## config.mk

```make
export PLATFORM = sky130hd
export DESIGN_NAME = ric_ctrl
export DESIGN_NICKNAME = d
export VERILOG_FILES = /design/src/sv/ric_pkg.sv /design/src/sv/ric_ctrl.sv
export SDC_FILE = /design/constraint.sdc
export NUM_CORES = 1
export LEC_CHECK = 0
export BUFFER_PORTS_ARGS = -buffer_cell sky130_fd_sc_hd__buf_2
export CORE_MARGIN = 2
export CORE_UTILIZATION = 53
export DETAILED_ROUTE_END_ITERATION = 8
export GPL_TIMING_DRIVEN = 0
export PLACE_DENSITY = 0.76
export SLEW_MARGIN = 20
export SYNTH_ARGS = -nofsm -noshare
export SYNTH_HDL_FRONTEND = slang
export SYNTH_SLANG_ARGS = --single-unit
```

## constraint.sdc

```tcl
create_clock -name clk -period 1.78 [get_ports clk]
set_input_delay 0.356 -clock clk [delete_from_list [all_inputs] [get_ports clk]]
set_output_delay 0.356 -clock clk [all_outputs]
set_load 0.03 [all_outputs]
```

## src/sv/ric_pkg.sv

```systemverilog
// ----------------------------------------------------------------------------
// ric_pkg
// Shared types and constants of the reprojection inlier counter.
// ----------------------------------------------------------------------------
package ric_pkg;

  localparam int MAX_POINTS = 65536;
  localparam int INLIER_CAP = (MAX_POINTS > 131071) ? 131071 : MAX_POINTS;
  localparam int NUM_REGS   = 8;
  localparam int ADDR_W     = 6;
  localparam int DIV_STEPS  = 64;

  localparam logic [2:0] REG_ROT_A   = 3'd0;
  localparam logic [2:0] REG_ROT_B   = 3'd1;
  localparam logic [2:0] REG_ROT_C   = 3'd2;
  localparam logic [2:0] REG_TRANS   = 3'd3;
  localparam logic [2:0] REG_INTR_A  = 3'd4;
  localparam logic [2:0] REG_INTR_B  = 3'd5;
  localparam logic [2:0] REG_INTR_C  = 3'd6;
  localparam logic [2:0] REG_THRESH  = 3'd7;

  typedef struct packed {
    logic [2:0][53:0] rot;
    logic [59:0]      trans;
    logic [2:0][62:0] intr;
    logic [31:0]      thr;
  } cfg_t;

  typedef struct packed {
    logic       load_in;
    logic       mac_en;
    logic       phase;
    logic [1:0] row;
    logic [1:0] col;
    logic       div_load;
    logic       div_step;
    logic       div_store;
    logic       sq_en;
    logic       sel;
    logic       out_load;
  } cmd_t;

  typedef struct packed {
    logic p2_bad;
    logic out_free;
  } status_t;

endpackage

```

## src/sv/ric_ctrl.sv

```systemverilog
// ----------------------------------------------------------------------------
// ric_ctrl
// Sequencer: multiply-accumulate passes, two divisions, squares, result.
// ----------------------------------------------------------------------------
module ric_ctrl
  import ric_pkg::*;
(
  input  logic    clk,
  input  logic    rst,
  input  logic    in_valid,
  output logic    in_ready,
  input  status_t status,
  output cmd_t    cmd
);

  typedef enum logic [5:0] {
    S_IDLE = 6'b000001,
    S_MAC  = 6'b000010,
    S_CHK  = 6'b000100,
    S_DIV  = 6'b001000,
    S_DFIN = 6'b010000,
    S_FIN  = 6'b100000
  } state_t;

  state_t     state, state_next;
  logic       phase, phase_next;
  logic [1:0] row, row_next;
  logic [1:0] col, col_next;
  logic [5:0] step, step_next;
  logic       sel, sel_next;
  logic       sq, sq_next;

  assign in_ready = (state == S_IDLE);

  always_comb begin
    state_next = state;
    phase_next = phase;
    row_next   = row;
    col_next   = col;
    step_next  = step;
    sel_next   = sel;
    sq_next    = sq;
    cmd        = '0;
    cmd.phase  = phase;
    cmd.row    = row;
    cmd.col    = col;
    cmd.sel    = sel;
    unique case (state)
      S_IDLE: begin
        if (in_valid) begin
          cmd.load_in = 1'b1;
          phase_next  = 1'b0;
          row_next    = '0;
          col_next    = '0;
          sel_next    = 1'b0;
          sq_next     = 1'b0;
          state_next  = S_MAC;
        end
      end
      S_MAC: begin
        cmd.mac_en = 1'b1;
        if (col == 2'd2) begin
          col_next = '0;
          if (row == 2'd2) begin
            row_next = '0;
            if (phase) state_next = S_CHK;
            else phase_next = 1'b1;
          end else begin
            row_next = row + 2'd1;
          end
        end else begin
          col_next = col + 2'd1;
        end
      end
      S_CHK: begin
        // squaring pass reuses this state after both divisions
        if (sq) begin
          cmd.sq_en = 1'b1;
          if (sel) state_next = S_FIN;
          sel_next = 1'b1;
        end else if (status.p2_bad) begin
          state_next = S_FIN;
        end else begin
          cmd.div_load = 1'b1;
          step_next    = '0;
          state_next   = S_DIV;
        end
      end
      S_DIV: begin
        cmd.div_step = 1'b1;
        step_next    = step + 6'd1;
        if (step == 6'(DIV_STEPS - 1)) state_next = S_DFIN;
      end
      S_DFIN: begin
        cmd.div_store = 1'b1;
        state_next    = S_CHK;
        if (sel) begin
          sq_next  = 1'b1;
          sel_next = 1'b0;
        end else begin
          sel_next = 1'b1;
        end
      end
      S_FIN: begin
        if (status.out_free) begin
          cmd.out_load = 1'b1;
          state_next   = S_IDLE;
        end
      end
      default: state_next = S_IDLE;
    endcase
  end

  always_ff @(posedge clk) begin
    if (rst) begin
      state <= S_IDLE;
      phase <= 1'b0;
      row   <= '0;
      col   <= '0;
      step  <= '0;
      sel   <= 1'b0;
      sq    <= 1'b0;
    end else begin
      state <= state_next;
      phase <= phase_next;
      row   <= row_next;
      col   <= col_next;
      step  <= step_next;
      sel   <= sel_next;
      sq    <= sq_next;
    end
  end

endmodule

```

-- After elaboration in Yosys (flattened, before gate mapping)
Index checks and enable logic that the tools add are counted.
- register bits: 19
- input bits: 5
- word-level logic and storage cells: 81
- $add $sub $neg: 3
- equality and inequality tests: 20
- muxes and demuxes: 40
- reduce and logical (&&, ||, !) cells: 11
- operators with widths (kind ; count):
    two-way mux 6 bit ; 11
    one-hot mux 6 bit (6 select lines) ; 1
    inequality test 2 bit (second input constant) ; 10
    two-way mux 1 bit ; 18
    equality test 6 bit (second input constant) ; 2
    one-hot mux 6 bit (2 select lines) ; 1
    AND reduction 3 bit ; 4
    two-way mux 2 bit ; 4
    one-hot mux 2 bit (2 select lines) ; 2
    AND reduction 7 bit ; 1
    adder 6 x 1 -> 6 bit (second input constant) ; 1
    equality test 6 x 1 -> 1 bit (second input constant) ; 1
    equality test 6 x 2 -> 1 bit (second input constant) ; 1
    equality test 6 x 3 -> 1 bit (second input constant) ; 1
    equality test 6 x 4 -> 1 bit (second input constant) ; 1
    equality test 6 x 5 -> 1 bit (second input constant) ; 1
    nonzero test 2 bit ; 3
    adder 2 x 1 -> 2 bit (second input constant) ; 2
    equality test 2 bit (second input constant) ; 2
    one-hot mux 1 bit (2 select lines) ; 2
    AND reduction 4 bit ; 1
    inequality test 3 bit (second input constant) ; 1
    one-hot mux 1 bit (3 select lines) ; 1
    nonzero test 3 bit ; 1
    AND reduction 2 bit ; 1

-- Depth between registers and ports, before layout
- word-level depth: 4
- gate-level depth with buffers: 5
- gate-level depth less buffers: 5

-- Least setup slack after synthesis
No wires, ideal clock.
- path kind: reg-to-output
- from: reg state[2]
- to: out cmd[12] in the netlist's numbering
- data arrival time: 1.342 ns
- slack: 0.082 ns
- cell stages (with the launch flop): 4
- path buffers: 0
- cells stage by stage: dfxtp_1 nor4_4 nand3_1 inv_1
- RTL lines (what ; line ; RTL):
    start: declaration ; ric_ctrl.sv:25 ; state_t state, state_next;
    start signal: assignment ; ric_ctrl.sv:124 ; state <= state_next;
    end: declaration ; ric_ctrl.sv:13 ; output cmd_t cmd

==> out/results.txt <==
PD cells: 602.5 nW/µm²
Total power draw: 0.9528 mW
GRT Resource Usage Total: 0.3198
Ys Warns: 0
DR WL/cell: 21.90 µm
HPWL Detailed: 1654 µm
Starting DRC count in detailed routing: 115
Initial antenna violation count: 0
Crit share post-route: 1.107
TritonCTS buffer count: 3
Placer Congestion: 0.8564
CTS sink count: 19
Final core occ: 0.8870
Asr flop ratio synth: 0
Syn nets: 122
Fmax achieved: 507.4 MHz
Status: complete, but fails checks
H-tree levels: 1
TNS Setup: -0.9773 ns
Syn Std Cell Area: 1028 µm²
Worst endpoint required time: 1.42 ns
Tightest Pin Transition: 0.6724 ns
LEAKAGE: 0.7387 nW
Reg2Reg Setup Slack: -0.11 ns
Antenna cells: 0
I/O pin total: 19
Root Driver: clkbuf_4
Initial Utilization: 0.5768
#FFs+latches synth: 19
Data arrival, critical path: 1.62 ns
Worst Path Max Fanout: 5
Violated checks: negative setup slack
CP Capture Type: output port
Worst setup startpoint: state[3]
Nets: 175
CTS tree: done
Setup slack after layout: -0.1910 ns
Hold_buf cts: 0
Setup crit start kind: flop
Maxcap violations: 0
Yosys cell types: 37
Worst-path clk slew: 0.12 ns
Reg2reg start: state[3]
Post-synth EDFFs: 0
# DRC: 0
Final ANT Viol Nets: 0
Avg Inst Size Synth: 8.866 µm²
Non-filler instance count after layout: 193
Clock Path Buffers: 2
Skew-Pair Late Insertion Delay: 0.32 ns
Via count: 1288
Die area: 2309 µm²
Slew Limit Headroom: 0.5497
Max rail drop VDD: 0.7305 mV
Vias per inst: 6.674
Crit Path Class: reg2out
Pins Over Slew Limit: 0
Clock Skews: 0.001550 ns
HP Class: in2reg
Fill cells: 82
Multi-input logic area: 665.6 µm²
Inst Count DP: 159
Post-placement setup slack: -0.1596 ns
DRT Pass-1 Iters: 5
RSZ-0062 raised after global routing: true
Final setup fails: 11
Fin crit period: 1.971 ns
Row count: 15
Die H: 48.05 µm
Setup crit end: cmd[2]
Vias in the first global route: 1090
R2R Path End: step[3]
Buffers on Ports: 18
Synth Instances: 116
GRT overflow: 0
Final Hold Viols: 0
WL final: 4227 µm
First-pass GRT wire length: 5043 µm
Die Wd: 48.05 µm
Seq/Total Area, Yosys: 0.3698
Largest net degree at the start of global routing: 12
Core Box Area: 1783 µm²
Register area: 397.9 µm²
Top_reg_cell synth: dfxtp_1
Fraction of layout cells with a size suffix above 1: 0.5238
R2R depth: 6
Area Growth Syn to Fin: 53.77%
metal layers:
metal  GRT usage  vias up  routed length (µm)  share of wire
met5           0        -                   0              0
met4      0.1676        0                 273          0.065
met3     0.07170       44                 415          0.098
met2      0.5147      116                1973           0.47
met1      0.3968      594                1565           0.37
li1            -      534                   -              -
Yosys cell counts, drive strengths merged (2+ instances only):
cell type	instances	share of area
nand2b	6	0.037
o2111ai	4	0.034
buf	4	0.029
mux2i	3	0.029
nand3	12	0.063
nand2	9	0.033
nand3b	3	0.022
inv	10	0.036
nand4b	2	0.032
a31oi	3	0.018
nand4	2	0.012
or3	2	0.012
nor2b	3	0.018
o211ai	2	0.015
nor4	4	0.060
dfxtp	19	0.37
a21oi	12	0.058
a211oi	2	0.015
worst min-delay path by stage:
stage                        from        to  slack [ns]  depth (start not counted)
final                         rst        sq        0.31                          2
after detailed placement  step[4]   step[4]        0.47                          2
after CTS                     rst  state[4]        0.32                          2
after floorplan               rst  state[4]        0.43                          1
after global routing          rst        sq        0.33                          2
after global placement    step[5]   step[5]        0.45                          2
critical path, stage by stage, from the launching register on:
cell and delay [ns]:
dfxtp_4 0.40, nor4_4 0.40, buf_4 0.21, nand3_4 0.07, inv_2 0.08, buf_6 0.13
cell families (layout without fill, tap and decap cells):
logic type               after synthesis  after routing  share of synthesized area
adder cells (fa/ha/maj)                1              1                    0.01216
AO/OA/AOI/OAI                         28             28                     0.1801
buffers and inverters                 16             68                    0.07298
AND/OR/NAND/NOR                       49             49                     0.3358
multiplexers                           3              3                    0.02920
flip-flops                            19             19                     0.3698
final cells by class:
class / instances / share of cell area
Multi-Input combinational cell: 81 / 0.4209
Buffer: 3 / 0.01187
Sequential cell: 19 / 0.2516
Tap cell: 25 / 0.01978
Clock inverter: 1 / 0.003165
Clock buffer: 3 / 0.01424
Timing Repair Buffer: 50 / 0.2500
Inverter: 11 / 0.02848
flip-flops by register name, summed over array words and instances (netlist names):
register,cells
sq,1
col,2
phase,1
step,6
sel,1
state,6
row,2
report_power, final:
part | switching (mW) | total (mW) | internal (mW)
Clock | 0.156 | 0.240 | 0.0843
Combinational | 0.140 | 0.264 | 0.124
Sequential | 0.0184 | 0.449 | 0.430
Total | 0.314 | 0.953 | 0.639
cells in the final DEF, fill, tap and decap left out, drive strengths merged:
cell,count
nor3,1
nand4b,2
nand2b,6
a21oi,12
nand3b,3
o2111ai,4
clkinv,2
clkbuf,4
dfxtp,19
ha,1
o21a,1
or3b,1
nor2,1
nor2b,3
a2111oi,1
nand4,2
mux2i,3
nor4,4
nand2,9
o211a,1
o31ai,1
buf,52
a211oi,2
and3b,1
nand3,12
a22oi,1
inv,10
a31oi,3
o211ai,2
and4b,1
or3,2
nand4bb,1
what timing repair did:
item,CTS,global route
pin swaps,9,12
buffers inserted,26,9
gates resized for setup,43,14
endpoints found under the setup margin,8,16
gates cloned,0,0
metrics by stage:
step	instance area (µm²)	hold WS, ns
final	1582	0.3100
after detailed placement	1150	0.4711
after global placement	1150	0.4520
after CTS	1495	0.3189
after floorplan	1028	0.4338
after global routing	1582	0.3263
(Power assumes the default switching activity.)
