==> config.mk <==
export PLATFORM = sky130hd
export DESIGN_NAME = ric_regs
export DESIGN_NICKNAME = d
export VERILOG_FILES = /design/src/sv/ric_pkg.sv /design/src/sv/ric_regs.sv
export SDC_FILE = /design/constraint.sdc
export NUM_CORES = 1
export LEC_CHECK = 0
export BUFFER_PORTS_ARGS = -buffer_cell sky130_fd_sc_hd__buf_2
export CAP_MARGIN = 20
export CORE_AREA = 3 3 225 227
export DETAILED_ROUTE_END_ITERATION = 7
export DIE_AREA = 0 0 228 230
export SETUP_SLACK_MARGIN = 0.15
export SYNTH_ARGS = -nofsm -noshare
export SYNTH_HDL_FRONTEND = slang
export SYNTH_SLANG_ARGS = --single-unit
==> constraint.sdc <==
create_clock -name clk -period 4.99 [get_ports clk]
set_input_delay 0.998 -clock clk [delete_from_list [all_inputs] [get_ports clk]]
set_output_delay 0.998 -clock clk [all_outputs]
set_load 0.03 [all_outputs]
==> src/sv/ric_pkg.sv <==
// ----------------------------------------------------------------------------
// ric_pkg
// Shared types and constants of the reprojection inlier counter.
// ----------------------------------------------------------------------------
package ric_pkg;

  localparam int MAX_POINTS = 65536;
  localparam int INLIER_CAP = (MAX_POINTS > 131071) ? 131071 : MAX_POINTS;
  localparam int NUM_REGS   = 8;
  localparam int ADDR_W     = 6;
  localparam int DIV_STEPS  = 64;

  localparam logic [2:0] REG_ROT_A   = 3'd0;
  localparam logic [2:0] REG_ROT_B   = 3'd1;
  localparam logic [2:0] REG_ROT_C   = 3'd2;
  localparam logic [2:0] REG_TRANS   = 3'd3;
  localparam logic [2:0] REG_INTR_A  = 3'd4;
  localparam logic [2:0] REG_INTR_B  = 3'd5;
  localparam logic [2:0] REG_INTR_C  = 3'd6;
  localparam logic [2:0] REG_THRESH  = 3'd7;

  typedef struct packed {
    logic [2:0][53:0] rot;
    logic [59:0]      trans;
    logic [2:0][62:0] intr;
    logic [31:0]      thr;
  } cfg_t;

  typedef struct packed {
    logic       load_in;
    logic       mac_en;
    logic       phase;
    logic [1:0] row;
    logic [1:0] col;
    logic       div_load;
    logic       div_step;
    logic       div_store;
    logic       sq_en;
    logic       sel;
    logic       out_load;
  } cmd_t;

  typedef struct packed {
    logic p2_bad;
    logic out_free;
  } status_t;

endpackage

==> src/sv/ric_regs.sv <==
// ----------------------------------------------------------------------------
// ric_regs
// APB register file holding pose, camera matrix and distance threshold.
// ----------------------------------------------------------------------------
module ric_regs
  import ric_pkg::*;
(
  input  logic              clk,
  input  logic              rst,
  input  logic              psel,
  input  logic              penable,
  input  logic              pwrite,
  input  logic [ADDR_W-1:0] paddr,
  input  logic [63:0]       pwdata,
  output logic [63:0]       prdata,
  output logic              pready,
  output cfg_t              cfg
);

  logic       wr;
  logic [2:0] idx;

  assign wr     = psel && penable && pwrite;
  assign idx    = paddr[5:3];
  assign pready = 1'b1;

  always_ff @(posedge clk) begin
    if (rst) begin
      cfg.rot[0]  <= 54'd65536;
      cfg.rot[1]  <= 54'd17179869184;
      cfg.rot[2]  <= 54'd4503599627370496;
      cfg.trans   <= '0;
      cfg.intr[0] <= 63'd256;
      cfg.intr[1] <= 63'd536870912;
      cfg.intr[2] <= 63'd1125899906842624;
      cfg.thr     <= 32'd256;
    end else if (wr) begin
      unique case (idx)
        REG_ROT_A:  cfg.rot[0]  <= pwdata[53:0];
        REG_ROT_B:  cfg.rot[1]  <= pwdata[53:0];
        REG_ROT_C:  cfg.rot[2]  <= pwdata[53:0];
        REG_TRANS:  cfg.trans   <= pwdata[59:0];
        REG_INTR_A: cfg.intr[0] <= pwdata[62:0];
        REG_INTR_B: cfg.intr[1] <= pwdata[62:0];
        REG_INTR_C: cfg.intr[2] <= pwdata[62:0];
        REG_THRESH: cfg.thr     <= pwdata[31:0];
        default: ;
      endcase
    end
  end

  always_comb begin
    unique case (idx)
      REG_ROT_A:  prdata = {10'd0, cfg.rot[0]};
      REG_ROT_B:  prdata = {10'd0, cfg.rot[1]};
      REG_ROT_C:  prdata = {10'd0, cfg.rot[2]};
      REG_TRANS:  prdata = {4'd0, cfg.trans};
      REG_INTR_A: prdata = {1'b0, cfg.intr[0]};
      REG_INTR_B: prdata = {1'b0, cfg.intr[1]};
      REG_INTR_C: prdata = {1'b0, cfg.intr[2]};
      REG_THRESH: prdata = {32'd0, cfg.thr};
      default:    prdata = '0;
    endcase
  end

endmodule

Word-level counts from Yosys, hierarchy flattened
Cells that the tools add are included.
W data, S select, Z words.

operators by class
  mux-type cells = 1
  reductions and logical operators = 11
  equality and inequality tests = 7

operators with widths
  operator              count
  $pmux W64 S8          1
  $reduce_and A2 Y1     8
  $eq A3 B3 Y1 const B  4
  $eq A3 B2 Y1 const B  2
  $eq A3 B1 Y1 const B  1
  $logic_not A3 Y1      1
  $logic_and A1 B1 Y1   2

word-level totals
  word-level logic and storage cells = 27
  register bits after elaboration = 443

Depth between registers and ports, before layout
Gate-level depths: netlist of the first run.

  depth after elaboration = 3
  gate-level depth with buffers = 8
  mapped depth without buffers = 4

Least setup slack after synthesis of the first run
OpenSTA, ideal clock, no wires.

  kind = input -> output
  from = input paddr[4]
  to = output prdata[41]
  buffers on the path = 4
  data required time = 3,992 ps
  stages on the path = 7
  arrival time = 2,508 ps
  path slack = 1,484 ps
  path through = buf_2 > buf_4 > buf_4 > buf_4 > nor2_1 > a22oi_1 > a21oi_1

between the ends
  cells in the longest elaborated chain, start to end = 2
  elaborated cells between the ends (all ways) = 9

ends and longest elaborated chain
  element                               line            source
  start, declared                       ric_regs.sv:13  input logic [ADDR_W-1:0] paddr,
  $eq A3 B3 Y1 (tied with other cells)  ric_regs.sv:53  unique case (idx)
  $pmux W64 S8 (*)                      ric_regs.sv:53
  end, declared                         ric_regs.sv:15  output logic [63:0] prdata,

Every way passes the cells marked *; elsewhere a longest branch is shown, timed or not. The select of a mux whose other input is x is not followed.

Final worst setup path of the first run
  from = input paddr[4]
  to = output prdata[15]

The elaborated chain is that of the path after synthesis.

==> results of run 1 <==
[logic make-up after synthesis]
family | synth area share [%]
DFF | 46.31
and+or+nand+nor | 21.98
AOI/OAI and AO/OA | 21.73
muxes | 3.966
other | 0.03922
buffers and inverters | 5.966
[worst max path at each step]
stage	from	endpoint	slack (ns)
floorplan	paddr[4]	prdata[41]	1.48
global placement	paddr[4]	prdata[15]	0.90
detailed placement	paddr[4]	prdata[15]	0.90
CTS	paddr[4]	prdata[15]	0.90
global route	paddr[4]	prdata[15]	0.87
finish	paddr[4]	prdata[15]	0.90
[stage by stage]
| stage | hold WS [ns] | power (W) | cells | utilization, % | instance area (sq um) |
|---|---|---|---|---|---|
| CTS | 0.4654 | 0.008014 | 3672 | 49.01 | 23940 |
| global placement | 0.4523 | 0.004321 | 3581 | 45.64 | 22290 |
| global route | 0.4836 | 0.008197 | 3675 | 49.03 | 23950 |
| floorplan | 0.5867 | 0.004084 | 2539 | - | 19150 |
| finish | 0.4668 | 0.007978 | 3676 | 49.03 | 23950 |
| detailed placement | 0.4571 | 0.004326 | 3581 | 45.64 | 22290 |
[power groups by stage]
stage          logic (W)  clock network [W]  registers [W]
4_1_cts         0.000664            0.00376        0.00359
5_1_grt         0.000707            0.00390        0.00359
6_report        0.000674            0.00372        0.00359
2_1_floorplan   0.000374                  0        0.00371
3_5_place_dp    0.000662                  0        0.00366
3_3_place_gp    0.000658                  0        0.00366
[metal layers]
metal	vias up	wire [um]	global-route usage [%]
met3	183	8072	7.718
li1	9356	-	-
met5	-	27	0
met2	1068	40390	51.51
met4	4	2926	10.48
met1	9799	34410	39.50
[synthesized netlist by cell type (8+ instances only)]
library cell  instances  area (sq um)
nor2_1               39         146.4
buf_4                10         75.07
o211ai_1             10         75.07
and3_1               27         168.9
a22oi_1              39         292.8
nand2_1             940          3528
o21ai_0              10         50.05
o221a_2              10         112.6
a22o_1               20         175.2
a211oi_1             29         217.7
clkbuf_1            111         416.7
a21oi_1             515          2577
buf_2               118         590.6
o22a_1               29         254.0
mux2i_1              41         410.4
mux2_2               31         349.1
o21bai_1             31         232.7
nor2b_1              13         81.33
nand2b_1              8         50.05
dfxtp_1             443          8869
[tightest hold or removal path: stages (launching register included)]
cell,delay [ns]
dfxtp_1,0.31
nand2_1,0.05
a21oi_1,0.05
[layout make-up]
| type | count | area share [%] |
|---|---|---|
| clock inverter | 10 | 0.5485 |
| sequential | 443 | 37.02 |
| clock buffer | 81 | 6.341 |
| multi-input combinational | 1843 | 38.49 |
| antenna | 4 | 0.04179 |
| timing repair buffer | 624 | 13.97 |
| tap | 664 | 3.468 |
| inverter | 7 | 0.1149 |
==> impl_metrics.py, run 1 <==
metrics = {
    "logic_synthesis": {
        "syn_inst": 2539,
        "ys_warn_count": 0,
        "synth_nets": 2614,
        "ys.flop_type": "dfxtp_1",
        "ys_types": 39,
        "syn-cell-area_sq_um": 19150,
        "syn_area_per_cell_sq_um": 7.542,
        "synth-seq-cells": 443,
        "async_reset_ff_share_pct": 0,
        "seq_area_frac_synth_pct": 46.31,
        "synth_edf_count": 0,
    },
    "final_layout": {
        "seq_area_sq_um": 8869,
        "reg_top3": "cfg (443)",
        "drive_gt1_share_pct": 25.33,
        "fin_nets": 3043,
        "final_cell_mix": "nand2_1 (938), buf_2 (572), a21oi_1 (515), dfxtp_1 (443), clkbuf_16 (51)",
        "multi_input_area_sq_um": 9219,
        "regMostFlops": "cfg",
        "mostFrequentLayoutCell": "nand2_1",
        "fillers": 4869,
        "largest_reg_flops": 443,
        "syn_to_final_growth_pct": 25.09,
    },
    "clocking": {
        "clockRootBuffer": "clkbuf_16",
        "ctsResizeCount": 0,
        "cts_tree": "built",
        "holdBufCountCts": 0,
        "path_clk_slew_ns": 0.06,
        "cts_buffers": 49,
        "clock_latency_ns": 0.59,
        "h-tree-depth": 2,
        "postCtsSetupBuffers": 0,
        "clock-sinks": 443,
        "clock_path_buffers": 3,
    },
    "worst_hold_path": {
        "min_from": "cfg[96]$_SDFFE_PP0P_",
        "holdPathStages": 2,
        "min_to": "cfg[96]$_SDFFE_PP0P_",
        "hp-class": "register to register",
    },
    "sta": {
        "fmax_mhz": 244.6,
        "relSlewSlack_pct": 21.89,
        "fin_skew_ns": 0,
        "worst_slew_pin_slew_ns": 1.172,
        "period_needed_ns": 4.089,
        "setup_viol": 0,
        "hold_viol_final": 0,
        "rsz0062_at_grt": "false",
        "setup_tns_ns": 0,
        "fin_crit_sh_pct": 81.95,
        "drv_slew": 0,
        "fin_ws_ns": 0.9009,
    },
    "global_routing": {
        "antenna_found_initial": 5,
        "grt_pass1_vias": 19110,
        "grt.total_usage_pct": 31.04,
        "grt_max_degree": 157,
        "overflow": 0,
        "grt_pass1_wl_mm": 126.5,
    },
    "worst_setup_path": {
        "r2r-end": "cfg[205]$_SDFFE_PP0P_",
        "worstPathRequired_ns": 3.99,
        "crit-reg2reg-launch": "cfg[205]$_SDFFE_PP0P_",
        "worst_path_most_repeated_cell": "a21oi_1",
        "arrival_ns": 3.09,
        "cp-end-kind": "output pin",
        "worstSetupStartpointType": "input port",
        "critical_path_class": "input port to output pin",
        "crit_family": "buffers and inverters",
        "crit_buf_inv": 3,
        "r2r_slack_ns": 4.21,
        "cp.depth": 7,
        "reg2reg_depth": 2,
        "slowest_stage": "and2_1",
        "critPathMaxStageDelay_ns": 0.44,
        "cp_max_fo": 46,
        "crit_chain": "buf_6 -> nor2b_4 -> and2_1 -> buf_4 -> a21oi_1 -> a21oi_1 -> buf_2",
    },
    "job": {
        "drv_cap": 0,
    },
    "route": {
        "drtAntennaViolNets": 0,
        "wl_per_cell_um": 23.35,
        "routed_wl_mm": 85.83,
        "vias": 20410,
        "first_iter_violations": 1951,
        "drtPass1Iterations": 5,
        "drc": 0,
        "viasPerCell": 5.552,
    },
    "die": {
        "rows": 81,
        "io_pins": 583,
        "core_area_sq_um": 48850,
        "initial_core_util_pct": 39.20,
        "dieHeight_um": 230,
        "die-area_sq_um": 52440,
        "die_x_um": 228,
    },
    "power_and_ir_drop": {
        "p_clk_share_pct": 46.6,
        "seq_power_share_pct": 45.0,
        "powerDensity_nw_per_um2": 333.1,
        "leakagePower_nw": 10.00,
        "swShare_pct": 25.26,
        "p_int_w": 0.005963,
        "vdd_drop_max_mv": 0.2277,
        "p_switching_w": 0.002015,
        "p_comb_share_pct": 8.4,
    },
    "placement": {
        "dp_hpwl_mm": 55.45,
        "place_ws_ns": 0.9010,
        "gp_congestion": 0.9289,
        "port_buffers": 576,
    },
    "status": {
        "status": "finished clean",
    },
}
No activity file was read; power rests on OpenSTA's default activity.
==> run 2, diff against run 1 <==
Settings changed: ABC_AREA set to 1, CORE_AREA 3 3 225 227 to 3 3 223 225, DIE_AREA 0 0 228 230 to 0 0 226 228, PLACE_DENSITY set to 0.65.
Clock period 4.99 ns to 3.8 ns, I/O delays scaled along.
==> run 2 against run 1 <==
Utilization up 2.5 points. Critical path depth up 1. Setup slack worse by 0.39 ns. First-iteration DRC count up 28%. Critical endpoint is now prdata[41]. Highest routed layer unchanged.
==> impl_metrics.py, run 2 <==
metrics = {
    "logic_synthesis": {
        "synthTopCellsByCount": "nor2_1 (945), dfxtp_1 (443), nand2_1 (294), o21ai_0 (269), nand4_1 (180)",
        "synth_nets": 2983,
        "ys_warn_count": 0,
        "yosysMostFrequentCell": "nor2_1",
        "seq_area_frac_synth_pct": 45.17,
        "synth-seq-cells": 443,
        "syn_area_per_cell_sq_um": 6.752,
        "netlist.area_leader.share_pct": 45.17,
        "ys_types": 23,
        "syn-cell-area_sq_um": 19630,
        "ys.flop_type": "dfxtp_1",
        "synth_edf_count": 0,
        "async_reset_ff_share_pct": 0,
        "synthTopCellsByArea": "dfxtp_1 (45%), nor2_1 (18%), o21ai_0 (6.9%), nand4_1 (5.7%), nand2_1 (5.6%)",
        "syn_inst": 2908,
        "yosysTopAreaCell": "dfxtp_1",
    },
    "global_routing": {
        "grt.total_usage_pct": 33.58,
        "antenna_found_initial": 6,
        "grt_max_degree": 127,
        "grt_pass1_wl_mm": 134.6,
        "grt_pass1_vias": 21300,
        "overflow": 0,
    },
    "sta": {
        "drv_slew": 0,
        "rsz0062_at_grt": "false",
        "fmax_mhz": 304.2,
        "fin_ws_ns": 0.5125,
        "period_needed_ns": 3.288,
        "whs_ns": 0.4380,
        "hold_viol_final": 0,
        "relSlewSlack_pct": 24.01,
        "worst_slew_pin_slew_ns": 1.140,
        "fin_crit_sh_pct": 86.51,
        "setup_viol": 0,
        "setup_tns_ns": 0,
        "fin_skew_ns": 0,
    },
    "worst_setup_path": {
        "crit_family": "buffers and inverters",
        "cp_max_fo": 103,
        "arrival_ns": 2.53,
        "r2r_slack_ns": 3.00,
        "crit-reg2reg-launch": "cfg[376]$_SDFFE_PP0P_",
        "crit_start": "paddr[5]",
        "critical_path_class": "input port to output pin",
        "worstPathRequired_ns": 3.04,
        "worstSetupStartpointType": "input port",
        "crit_buf_inv": 4,
        "critPathMaxStageDelay_ns": 0.45,
        "cp-end-kind": "output pin",
        "slowest_stage": "buf_12",
        "crit_chain": "buf_4 -> inv_4 -> buf_12 -> nand4_1 -> nand2_1 -> nor2_1 -> nand3_1 -> buf_2",
    },
    "clocking": {
        "path_clk_slew_ns": 0.06,
        "clock_path_buffers": 3,
        "cts_tree": "built",
        "postCtsSetupBuffers": 0,
        "clock-sinks": 443,
        "ctsResizeCount": 0,
        "holdBufCountCts": 0,
        "clock_latency_ns": 0.58,
        "h-tree-depth": 2,
        "clockRootBuffer": "clkbuf_16",
        "cts_buffers": 50,
    },
    "placement": {
        "dp_cells": 3883,
        "place_ws_ns": 0.5433,
        "port_buffers": 576,
        "gp_congestion": 0.9341,
        "dp_hpwl_mm": 55.87,
    },
    "route": {
        "routed_wl_mm": 90.69,
        "wl_per_cell_um": 22.80,
        "vias": 22840,
        "drtAntennaViolNets": 0,
        "first_iter_violations": 2489,
        "drc": 0,
        "viasPerCell": 5.741,
        "drtPass1Iterations": 8,
    },
    "final_layout": {
        "syn_to_final_growth_pct": 25.25,
        "mostFrequentLayoutCell": "nor2_1",
        "multi_input_area_sq_um": 9329,
        "regMostFlops": "cfg",
        "seq_area_sq_um": 8869,
        "reg_top3": "cfg (443)",
        "fin_nets": 3395,
        "final-instance-count-excl-fill": 3978,
        "final_cell_mix": "nor2_1 (943), buf_2 (573), dfxtp_1 (443), nand2_1 (293), o21ai_0 (269)",
        "drive_gt1_share_pct": 22.08,
        "fillers": 4759,
        "largest_reg_flops": 443,
    },
    "die": {
        "initial_core_util_pct": 41.12,
        "die-area_sq_um": 51530,
        "core_area_sq_um": 47750,
        "rows": 80,
        "dieHeight_um": 228,
        "io_pins": 583,
        "die_x_um": 226,
    },
    "worst_hold_path": {
        "hp-class": "input port to register",
        "min_from": "pwdata[61]",
    },
    "power_and_ir_drop": {
        "seq_power_share_pct": 43.2,
        "leakagePower_nw": 12.36,
        "p_comb_share_pct": 7.9,
        "powerDensity_nw_per_um2": 447.3,
        "vdd_drop_max_mv": 0.3251,
        "p_clk_share_pct": 48.9,
        "swShare_pct": 25.44,
        "p_int_w": 0.008201,
        "p_switching_w": 0.002799,
    },
    "job": {
        "drv_cap": 0,
    },
    "status": {
        "status": "finished clean",
    },
}
-- run 2: cell count changes after synthesis, sizes merged, moves of 35 or more --
cell | before | now
a21oi | 515 | 0
a22oi | 39 | 0
buf | 135 | 100
clkbuf | 111 | 170
inv | 7 | 88
mux2i | 41 | 0
nand2 | 940 | 295
nand3 | 2 | 123
nand4 | 1 | 180
nor2 | 43 | 953
nor3 | 2 | 113
o21ai | 10 | 437
-- run 2: cell type report --
class | instances | area share (%)
multi-input cells | 2104 | 37.93
flip-flops and latches | 443 | 36.06
repair buffers | 630 | 13.96
clock buffers | 74 | 6.202
well taps | 615 | 3.129
inverters | 91 | 1.445
clock inverters | 19 | 1.247
diodes | 2 | 0.02035
-- run 2: cell families after synthesis --
family                 after synthesis  synth area share [%]
and+or+nand+nor                   1664                 35.90
other                                2               0.03825
buffers and inverters              361                 7.711
DFF                                443                 45.17
AOI/OAI and AO/OA                  438                 11.18
-- run 2: path summary, 6_finish.rpt --
check | end | depth (start not counted)
worst min-delay path | cfg[156]$_SDFFE_PP0P_ | 3
worst max register to register | cfg[376]$_SDFFE_PP0P_ | 2
worst max-delay path | prdata[41] | 8
worst min register to register | cfg[369]$_SDFFE_PP1P_ | 2
-- run 2: worst register-to-register path: cells and delay by family, from the launching register on --
family | cells | cell delay [ns]
AND/OR/NAND/NOR | 1 | 0.13
AO/OA/AOI/OAI | 1 | 0.15
flip-flops | 1 | 0.47
-- run 2: power groups by stage --
stage / sequential (W) / combinational [W] / clock, W
global placement: 0.00485 / 0.000840 / 0
global route: 0.00476 / 0.000905 / 0.00562
finish: 0.00476 / 0.000864 / 0.00538
floorplan: 0.00496 / 0.000385 / 0
CTS: 0.00475 / 0.000850 / 0.00542
detailed placement: 0.00486 / 0.000848 / 0
-- run 2: stage by stage --
step,utilization (%),total power (W),area (sq um)
3_3_place_gp,47.66,0.005693,22760
4_1_cts,51.50,0.01102,24590
5_1_grt,51.50,0.01128,24590
6_report,51.51,0.01100,24590
2_1_floorplan,-,0.005349,19630
3_5_place_dp,47.66,0.005704,22760
-- run 2: per-layer routing --
metal  global-route usage, %  share of wire (%)
met5                       0              0.045
met4                   15.75                4.7
met3                   7.804                 11
met2                   54.24                 46
met1                   42.35                 38
