<file path="config.mk">
export PLATFORM = sky130hd
export DESIGN_NAME = ric_datapath
export DESIGN_NICKNAME = d
export VERILOG_FILES = /design/src/sv/ric_pkg.sv /design/src/sv/ric_datapath.sv
export SDC_FILE = /design/constraint.sdc
export NUM_CORES = 2
export LEC_CHECK = 0
export BUFFER_PORTS_ARGS = -buffer_cell sky130_fd_sc_hd__buf_2
export CAP_MARGIN = 5
export CORE_UTILIZATION = 50
export CTS_BUF_LIST = sky130_fd_sc_hd__clkbuf_8
export DETAILED_ROUTE_END_ITERATION = 10
export PLACE_DENSITY = 0.7
export SLEW_MARGIN = 25
export SYNTH_ARGS = -nofsm -noshare
export SYNTH_HDL_FRONTEND = slang
export SYNTH_SLANG_ARGS = --single-unit
</file>
<file path="constraint.sdc">
create_clock -name clk -period 11.95 [get_ports clk]
set_clock_uncertainty 0.05 [all_clocks]
set_input_delay 0.5975 -clock clk [delete_from_list [all_inputs] [get_ports clk]]
set_output_delay 0.5975 -clock clk [all_outputs]
set_load 0.1 [all_outputs]
</file>
<file path="src/sv/ric_pkg.sv">
// ----------------------------------------------------------------------------
// ric_pkg
// Shared types and constants of the reprojection inlier counter.
// ----------------------------------------------------------------------------
package ric_pkg;

  localparam int MAX_POINTS = 65536;
  localparam int INLIER_CAP = (MAX_POINTS > 131071) ? 131071 : MAX_POINTS;
  localparam int NUM_REGS   = 8;
  localparam int ADDR_W     = 6;
  localparam int DIV_STEPS  = 64;

  localparam logic [2:0] REG_ROT_A   = 3'd0;
  localparam logic [2:0] REG_ROT_B   = 3'd1;
  localparam logic [2:0] REG_ROT_C   = 3'd2;
  localparam logic [2:0] REG_TRANS   = 3'd3;
  localparam logic [2:0] REG_INTR_A  = 3'd4;
  localparam logic [2:0] REG_INTR_B  = 3'd5;
  localparam logic [2:0] REG_INTR_C  = 3'd6;
  localparam logic [2:0] REG_THRESH  = 3'd7;

  typedef struct packed {
    logic [2:0][53:0] rot;
    logic [59:0]      trans;
    logic [2:0][62:0] intr;
    logic [31:0]      thr;
  } cfg_t;

  typedef struct packed {
    logic       load_in;
    logic       mac_en;
    logic       phase;
    logic [1:0] row;
    logic [1:0] col;
    logic       div_load;
    logic       div_step;
    logic       div_store;
    logic       sq_en;
    logic       sel;
    logic       out_load;
  } cmd_t;

  typedef struct packed {
    logic p2_bad;
    logic out_free;
  } status_t;

endpackage

</file>
<file path="src/sv/ric_datapath.sv">
// ----------------------------------------------------------------------------
// ric_datapath
// Shared multiplier, radix-2 divider, distance test, counters, result register.
// ----------------------------------------------------------------------------
module ric_datapath
  import ric_pkg::*;
(
  input  logic               clk,
  input  logic               rst,
  input  cfg_t               cfg,
  input  cmd_t               cmd,
  output status_t            status,
  input  logic signed [19:0] world_x,
  input  logic signed [19:0] world_y,
  input  logic signed [19:0] world_z,
  input  logic signed [15:0] obs_u,
  input  logic signed [15:0] obs_v,
  input  logic               last_point,
  output logic               out_valid,
  input  logic               out_ready,
  output logic               is_inlier,
  output logic [15:0]        point_index,
  output logic [16:0]        inlier_total,
  output logic               depth_bad,
  output logic               set_done
);

  logic signed [19:0] w [3];
  logic signed [15:0] ou, ov;
  logic               last;
  logic signed [31:0] cam [3];
  logic signed [63:0] p [3];
  logic signed [63:0] acc;

  logic signed [20:0] mul_a;
  logic signed [31:0] mul_b;
  logic signed [52:0] prod;
  logic signed [63:0] trans_ext, acc_base, mac_sum;

  always_comb begin
    if (!cmd.phase) begin
      mul_a = 21'(signed'(cfg.rot[cmd.row][18*cmd.col +: 18]));
      mul_b = 32'(w[cmd.col]);
    end else begin
      mul_a = signed'(cfg.intr[cmd.row][21*cmd.col +: 21]);
      mul_b = cam[cmd.col];
    end
    prod      = mul_a * mul_b;
    trans_ext = 64'(signed'(cfg.trans[20*cmd.row +: 20])) <<< 16;
    if (cmd.col == 2'd0) acc_base = cmd.phase ? 64'sd0 : trans_ext;
    else acc_base = acc;
    mac_sum = acc_base + 64'(prod);
  end

  // divider on magnitudes, floor correction applied at the end
  logic signed [63:0] num, den, mag;
  logic               neg, dneg;
  logic [64:0]        rem, trial;
  logic [63:0]        quo;
  logic               ge;
  logic [65:0]        qmag;
  logic signed [65:0] qs, dd, ad;
  logic [16:0]        clamp, cu, cv, sq_in;
  logic [33:0]        sq_p;
  logic [34:0]        sq_dist;

  always_comb begin
    num   = ((cmd.sel ? p[1] : p[0]) <<< 5) + p[2];
    den   = p[2] <<< 1;
    neg   = num[63];
    mag   = neg ? -num : num;
    trial = {rem[63:0], quo[63]};
    ge    = trial >= {1'b0, den};
    qmag  = {2'b00, quo} + 66'((dneg && (rem != '0)) ? 1 : 0);
    qs    = dneg ? -signed'(qmag) : signed'(qmag);
    dd    = qs - 66'(cmd.sel ? ov : ou);
    ad    = dd[65] ? -dd : dd;
    clamp = (ad > 66'sd65536) ? 17'd65536 : ad[16:0];
    sq_in = cmd.sel ? cv : cu;
    sq_p  = sq_in * sq_in;
  end

  logic        bad, inlier;
  logic [16:0] pc_inc;
  logic [15:0] pc, pc_next;
  logic [16:0] ic, ic_next;

  always_comb begin
    bad     = p[2][63] || (p[2] == 64'sd0);
    inlier  = !bad && (sq_dist < {3'b000, cfg.thr});
    ic_next = (inlier && (ic < 17'(INLIER_CAP))) ? ic + 17'd1 : ic;
    pc_inc  = {1'b0, pc} + 17'd1;
    if (last || (32'(pc_inc) >= 32'(MAX_POINTS))) pc_next = '0;
    else pc_next = pc_inc[15:0];
  end

  assign status.p2_bad   = bad;
  assign status.out_free = !out_valid || out_ready;

  always_ff @(posedge clk) begin
    if (cmd.load_in) begin
      w[0] <= world_x;
      w[1] <= world_y;
      w[2] <= world_z;
      ou   <= obs_u;
      ov   <= obs_v;
      last <= last_point;
    end
    if (cmd.mac_en) begin
      acc <= mac_sum;
      if (cmd.col == 2'd2) begin
        if (cmd.phase) p[cmd.row] <= mac_sum;
        else cam[cmd.row] <= 32'(mac_sum >>> 8);
      end
    end
    if (cmd.div_load) begin
      rem  <= '0;
      quo  <= mag;
      dneg <= neg;
    end
    if (cmd.div_step) begin
      rem <= ge ? trial - {1'b0, den} : trial;
      quo <= {quo[62:0], ge};
    end
    if (cmd.div_store) begin
      if (cmd.sel) cv <= clamp;
      else cu <= clamp;
    end
    if (cmd.sq_en) sq_dist <= (cmd.sel ? sq_dist : 35'd0) + 35'(sq_p);
    if (cmd.out_load) begin
      is_inlier    <= inlier;
      point_index  <= pc;
      inlier_total <= ic_next;
      depth_bad    <= bad;
      set_done     <= last;
    end
  end

  always_ff @(posedge clk) begin
    if (rst) begin
      out_valid <= 1'b0;
      pc        <= '0;
      ic        <= '0;
    end else begin
      if (cmd.out_load) out_valid <= 1'b1;
      else if (out_ready) out_valid <= 1'b0;
      if (cmd.out_load) begin
        pc <= pc_next;
        ic <= last ? 17'd0 : ic_next;
      end
    end
  end

endmodule
</file>
# Word-level counts from Yosys, hierarchy flattened
# Memory sizes are Yosys's and may differ from the RTL's.
# Index checks and enable logic that the tools add are counted.
[classes]
add_sub_neg = 11
multipliers = 5
order_cmp = 6
eq_ne = 1
shift = 3
muxes = 37
n_bitwise = 1
reduce_logical = 15
[ops]
columns = ["op", "count"]
rows = [
  ["64-bit two-way mux", 5],
  ["66-bit two-way mux", 3],
  ["65-bit two-way mux", 3],
  ["63-bit binary-select mux with 2-bit select", 1],
  ["54-bit binary-select mux with 2-bit select", 1],
  ["17-bit two-way mux", 4],
  ["66-bit by 18-bit greater-than comparator with 1-bit output (second input constant)", 1],
  ["65-bit negation with 66-bit output", 1],
  ["66-bit negation", 1],
  ["66-bit subtractor", 1],
  ["64-bit by 1-bit adder with 65-bit output", 1],
  ["65-bit by 64-bit >= comparator with 1-bit output", 1],
  ["65-bit nonzero test", 1],
  ["65-bit by 64-bit subtractor with 65-bit output", 1],
  ["64-bit by 53-bit adder with 64-bit output", 1],
  ["64-bit adder", 1],
  ["64-bit zero test", 1],
  ["64-bit negation", 1],
  ["63-bit two-way mux", 1],
  ["63-bit by 8-bit variable part select with 21-bit output", 1],
  ["60-bit by 8-bit variable part select with 20-bit output", 1],
  ["59-bit two-way mux", 1],
  ["54-bit two-way mux", 1],
  ["54-bit by 8-bit variable part select with 18-bit output", 1],
  ["other kinds (25)", 44],
]
[word_totals]
register_bits = 366
ram_bits = 348
out_inout_bits = 39
mem_count = 3
[mem_list]
columns = ["memory", "depth", "width", "read_ports", "rd_clocked_by_memory_dff", "write_ports", "line_no", "source"]
rows = [
  ["p", 3, 64, 3, 0, 1, "ric_datapath.sv:32", "logic signed [63:0] p [3];"],
  ["cam", 3, 32, 1, 0, 1, "ric_datapath.sv:31", "logic signed [31:0] cam [3];"],
  ["w", 3, 20, 1, 0, 3, "ric_datapath.sv:28", "logic signed [19:0] w [3];"],
]

# Logic depth before layout (Yosys ltp)
[depth]
depth_word = 11
depth_mapped = 43
mapped_depth_nobuf = 38

# Worst setup path after synthesis
# No wires, ideal clock.
[synth_timing]
path_type = "input-to-reg"
start = "in cmd[9] (netlist bit)"
end = "reg acc[62] (data pin)"
setup_ns = 0.269
t_arrival_ns = 10.452
path_slack_ns = 1.179
stages = 38
path_cell_list = "clkbuf_1 -> buf_1 -> buf_1 -> clkbuf_1 -> mux2i_1 -> o211ai_1 -> o21ai_0 -> o22a_1 -> o21ai_1 -> clkbuf_1 -> nand2_1 -> fa_1 -> inv_1 -> fa_1 -> fa_1 -> inv_1 -> fa_1 -> inv_1 -> [2 not listed] -> fa_1 -> ha_1 -> a21o_1 -> a21o_1 -> a21o_1 -> a21o_1 -> a21oi_1 -> nand3_1 -> a31o_2 -> a41o_1 -> a31oi_1 -> o211a_1 -> o21ai_0 -> a311o_1 -> a41o_1 -> a21oi_1 -> o21ai_0 -> xor2_1"
[synth_via]
elab_chain_cells = 6
elab_cells_between_ends = 13
cone_classes = "add/sub: 1; mul: 2; shift: 3; mux: 7"
[synth_rtl]
columns = ["item", "line_no", "source"]
rows = [
  ["start: declaration", "ric_datapath.sv:11", "input cmd_t cmd,"],
  ["63-bit binary-select mux with 2-bit select or 54-bit binary-select mux with 2-bit select (tied branches)", "ric_datapath.sv:45, ric_datapath.sv:42", ""],
  ["63-bit two-way mux (not written as such) or 54-bit two-way mux (tied branches)", "ric_datapath.sv:45, ric_datapath.sv:42", ""],
  ["63-bit by 8-bit variable part select with 21-bit output or 54-bit by 8-bit variable part select with 18-bit output (tied branches)", "ric_datapath.sv:45, ric_datapath.sv:42", ""],
  ["21-bit two-way mux", "ric_datapath.sv:41", "if (!cmd.phase) begin"],
  ["21-bit by 32-bit multiplier with 53-bit output", "ric_datapath.sv:48", "prod = mul_a * mul_b;"],
  ["64-bit by 53-bit adder with 64-bit output (*)", "ric_datapath.sv:52", "mac_sum = acc_base + 64'(prod);"],
  ["via mac_sum[62]", "ric_datapath.sv:38", "logic signed [63:0] trans_ext, acc_base, mac_sum;"],
  ["end signal: assignment", "ric_datapath.sv:110", "acc <= mac_sum;"],
  ["end: declaration", "ric_datapath.sv:33", "logic signed [63:0] acc;"],
]
# The timed path passes the listed nets; every way through them passes the cells marked *. The select of a mux whose other input is x is not followed.
# A chain may end at the register's enable or synchronous reset.

# Worst setup path in the final report
[layout_timing]
start = "reg rem[51]"
end = "reg cu[0] (data pin)"
[layout_via]
elab_chain_cells = 11
[layout_rtl]
columns = ["item", "line_no", "source"]
rows = [
  ["start: declaration", "ric_datapath.sv:58", "logic [64:0] rem, trial;"],
  ["start signal: assignment", "ric_datapath.sv:122", "rem <= ge ? trial - {1'b0, den} : trial;"],
  ["65-bit nonzero test (*)", "ric_datapath.sv:74", "qmag = {2'b00, quo} + 66'((dneg && (rem != '0)) ? 1 : 0);"],
  ["1-bit logical AND (*)", "ric_datapath.sv:74", ""],
  ["1-bit two-way mux (*)", "ric_datapath.sv:74", ""],
  ["64-bit by 1-bit adder with 65-bit output (*)", "ric_datapath.sv:74", ""],
  ["65-bit negation with 66-bit output", "ric_datapath.sv:75", "qs = dneg ? -signed'(qmag) : signed'(qmag);"],
  ["66-bit two-way mux (*)", "ric_datapath.sv:75", ""],
  ["66-bit subtractor (*)", "ric_datapath.sv:76", "dd = qs - 66'(cmd.sel ? ov : ou);"],
  ["66-bit negation", "ric_datapath.sv:77", "ad = dd[65] ? -dd : dd;"],
  ["66-bit two-way mux (*)", "ric_datapath.sv:77", ""],
  ["66-bit by 18-bit greater-than comparator with 1-bit output", "ric_datapath.sv:78", "clamp = (ad > 66'sd65536) ? 17'd65536 : ad[16:0];"],
  ["17-bit two-way mux (*)", "ric_datapath.sv:78", ""],
  ["via clamp[0]", "ric_datapath.sv:63", "logic [16:0] clamp, cu, cv, sq_in;"],
  ["end signal: assignment", "ric_datapath.sv:127", "else cu <= clamp;"],
  ["end: declaration", "ric_datapath.sv:63", ""],
]
# The timed path passes the listed nets; every way through them passes the cells marked *.

==> flow_summary_export.csv <==
group,metric,value,unit
run_status,outcome,"complete, no violations",
die,die_y,415,um
final_layout,instances_no_fill,11900,
cts,clk_latency,0.89,ns
setup_path,path_class,"flop to flop",
setup_path,slowest_delay,0.65,ns
cts,cts_inserted_buffers,108,
setup_path,cp_max_fo,22,
detailed_routing,drtAntennaViolNets,0,
synth,synth-main-ff-cell,"edfxtp_1",
synth,ys_seq_elements,704,
synth,ys_types,97,
synth,yosysSeqAreaShare,0.244,
setup_path,cp_data_arrival_time,11.76,ns
detailed_routing,wl_met1,100000,um
global_routing,grt_overflow,0,
final_layout,final_core_util,0.557,
die,std_cell_rows,151,
final_layout,layout-drive-gt1-share,0.116,
die,num_io_pins,591,
die,core_area,169000,um2
detailed_routing,dr_wl_met3,15700,um
synth,syn_area_per_cell,9.44,um2
placed_design,dp_cells,11600,
detailed_routing,avgViaCountPerCell,5.76,
final_layout,fill_cells,15000,
setup_path,worst_setup_path_end_kind,"flop",
synth,synth_edf_count,670,
detailed_routing,wirelength,264000,um
timing,hold_violations,0,
timing,worstMarginPinSlew,1.13,ns
detailed_routing,firstDrtPassIters,7,
synth,synth_cells,9037,
synth,synth_nets,11100,
final_layout,multi_input_area,58500,um2
synth,synth_area,85300,um2
setup_path,start_kind,"flop",
timing,finalMaxSlewViolations,0,
timing,fmax,90.1,MHz
final_layout,nNetsFinal,11700,
cts,cts_buffer_depth,3,
cts,root_buffer,"clkbuf_8",
placed_design,io_buffer_count,590,
final_layout,regArea,20800,um2
global_routing,grt_pass1_vias,70200,
die,die_x,415,um
timing,setup-tns-final,0,ns
min_path,hold_class,"input pin to flop",
setup_path,cp_top_family,"simple AND/OR/NAND/NOR gates",
timing,fin_crit,11.10,ns
synth,synthArstFlopShare,0,
global_routing,antenna_found_initial,27,
detailed_routing,wl_met2,131000,um
timing,relSlewSlack,0.238,
global_routing,grt_first_pass_wirelength,405000,um
detailed_routing,drc,0,
die,die-area,172000,um2
global_routing,grt_max_degree,142,
global_routing,track_usage,0.304,
cts,clock_sinks,704,
cts,h-tree-depth,3,
synth,ys.warnings.count,0,
run,maxCapViolations,0,
cts,cts_tree,"built",
setup_path,path_buf_inv,3,
final_layout,area_growth_syn_to_layout,10.6,%
die,start_util,0.504,
timing,setup_viol,0,
detailed_routing,top_layer_used,"met5",
detailed_routing,wl_per_cell,22.2,um
setup_path,crit_required,12.61,ns
cts,path_clk_slew,0.07,ns
detailed_routing,dr_total_vias,68500,
timing,rsz0062_at_grt,"no",
setup_path,cp_slowest_cell,"xor2_2",
detailed_routing,drt_iter0_markers,5075,
placed_design,hpwl,214000,um
timing,post-route-period-util,0.929,
placed_design,place.gp.congestion,1.00,
-- per-layer routing --
metal	vias up	track usage
li1	31600	-
met1	33800	0.359
met2	2580	0.530
met3	572	0.0400
met4	10	0.176
met5	-	0
-- final cells by class --
class / instances / share of cell area
Antenna cell: 12 / 0.000319
Clock buffer: 110 / 0.0161
Clock inverter: 93 / 0.00880
Inverter: 1235 / 0.0492
Multi-Input combinational cell: 6680 / 0.620
Sequential cell: 704 / 0.221
Tap cell: 2218 / 0.0294
Timing Repair Buffer: 843 / 0.0552
-- cell families (layout without fill, tap and decap cells) --
| group | Yosys count | after routing | share of synthesized area |
|---|---|---|---|
| other | 0 | 12 | 0 |
| AND/OR/NAND/NOR | 2671 | 2671 | 0.148 |
| adder cells (fa/ha/maj) | 1539 | 1539 | 0.317 |
| XOR/XNOR | 480 | 480 | 0.0496 |
| multiplexers | 372 | 372 | 0.0477 |
| buffers and inverters | 1653 | 2281 | 0.0735 |
| AO/OA/AOI/OAI | 1618 | 1618 | 0.121 |
| flip-flops | 704 | 704 | 0.244 |
-- per-stage QoR --
step	hold slack (ns)	area [um2]	setup WS, ns
4_1_cts	0.0514	94200	0.591
5_1_grt	0.137	94300	0.0953
3_5_place_dp	0.422	90900	0.249
2_1_floorplan	0.374	85300	1.18
3_3_place_gp	0.406	90900	0.431
6_report	0.123	94300	0.849
-- cells in the mapped netlist (40+ instances only) --
cell type | count | area share
nand4_1 | 100 | 0.0073
or3_1 | 56 | 0.0041
inv_1 | 1227 | 0.054
nand2_1 | 1068 | 0.047
xor2_1 | 152 | 0.016
nand2b_1 | 85 | 0.0062
a21oi_1 | 422 | 0.025
clkbuf_1 | 353 | 0.016
edfxtp_1 | 670 | 0.24
o21bai_1 | 47 | 0.0041
fa_1 | 1031 | 0.24
nor3_1 | 103 | 0.0060
mux2_2 | 86 | 0.011
ha_1 | 508 | 0.075
nor2_1 | 550 | 0.024
a31oi_1 | 54 | 0.0040
o21a_1 | 51 | 0.0045
nand3_1 | 156 | 0.0092
and3_1 | 70 | 0.0051
xnor2_1 | 326 | 0.033
mux2i_1 | 267 | 0.031
o211ai_1 | 67 | 0.0059
nor2b_1 | 104 | 0.0076
buf_1 | 40 | 0.0018
a21o_1 | 204 | 0.018
nor4_1 | 81 | 0.0059
and2_1 | 149 | 0.011
o21ai_0 | 415 | 0.024
-- repair_timing --
| item | 4_1_cts | 5_1_grt |
|---|---|---|
| hold buffers | 95 | 0 |
| resized for setup | 0 | 6 |
| setup buffers | 0 | 1 |
| endpoints found under the hold margin | 95 | 0 |
| endpoints found under the setup margin | 0 | 34 |
-- flip-flops by register name, summed over array words and instances (netlist names), 17 cells and up --
register      cells
rem              65
acc              64
inlier_total     17
sq_dist          35
cam              96
cu               17
p               182
quo              64
cv               17
ic               17
w                60
-- worst paths after layout --
path / from / endpoint / slack [ns] / depth (start not counted)
setup / recovery: rem[51] / cu[0] / 0.85 / 38
hold / removal: rst / out_valid / 0.12 / 2
setup reg to reg: rem[51] / cu[0] / 0.85 / 38
hold reg to reg: pc[15] / point_index[15] / 0.41 / 0
-- layout by cell type (no fill, tap or decap), types with 85 or more instances in the layout --
master / synthesis / final
a21o_1: 204 / 204
a21oi_1: 422 / 407
and2_1: 149 / 149
buf_2: 17 / 582
buf_4: 6 / 158
clkbuf_8: 0 / 111
dlygate4sd3_1: 0 / 95
edfxtp_1: 670 / 670
fa_1: 1031 / 1031
ha_1: 508 / 508
inv_1: 1227 / 1253
mux2_2: 86 / 86
mux2i_1: 267 / 265
nand2_1: 1068 / 1068
nand2b_1: 85 / 85
nand3_1: 156 / 156
nand4_1: 100 / 100
nor2_1: 550 / 548
nor2b_1: 104 / 103
nor3_1: 103 / 100
o21ai_0: 415 / 413
xnor2_1: 326 / 319
xor2_1: 152 / 152
Power is not shown: default switching activity piles up to over one toggle a cycle in this logic, so the estimate is an artifact.
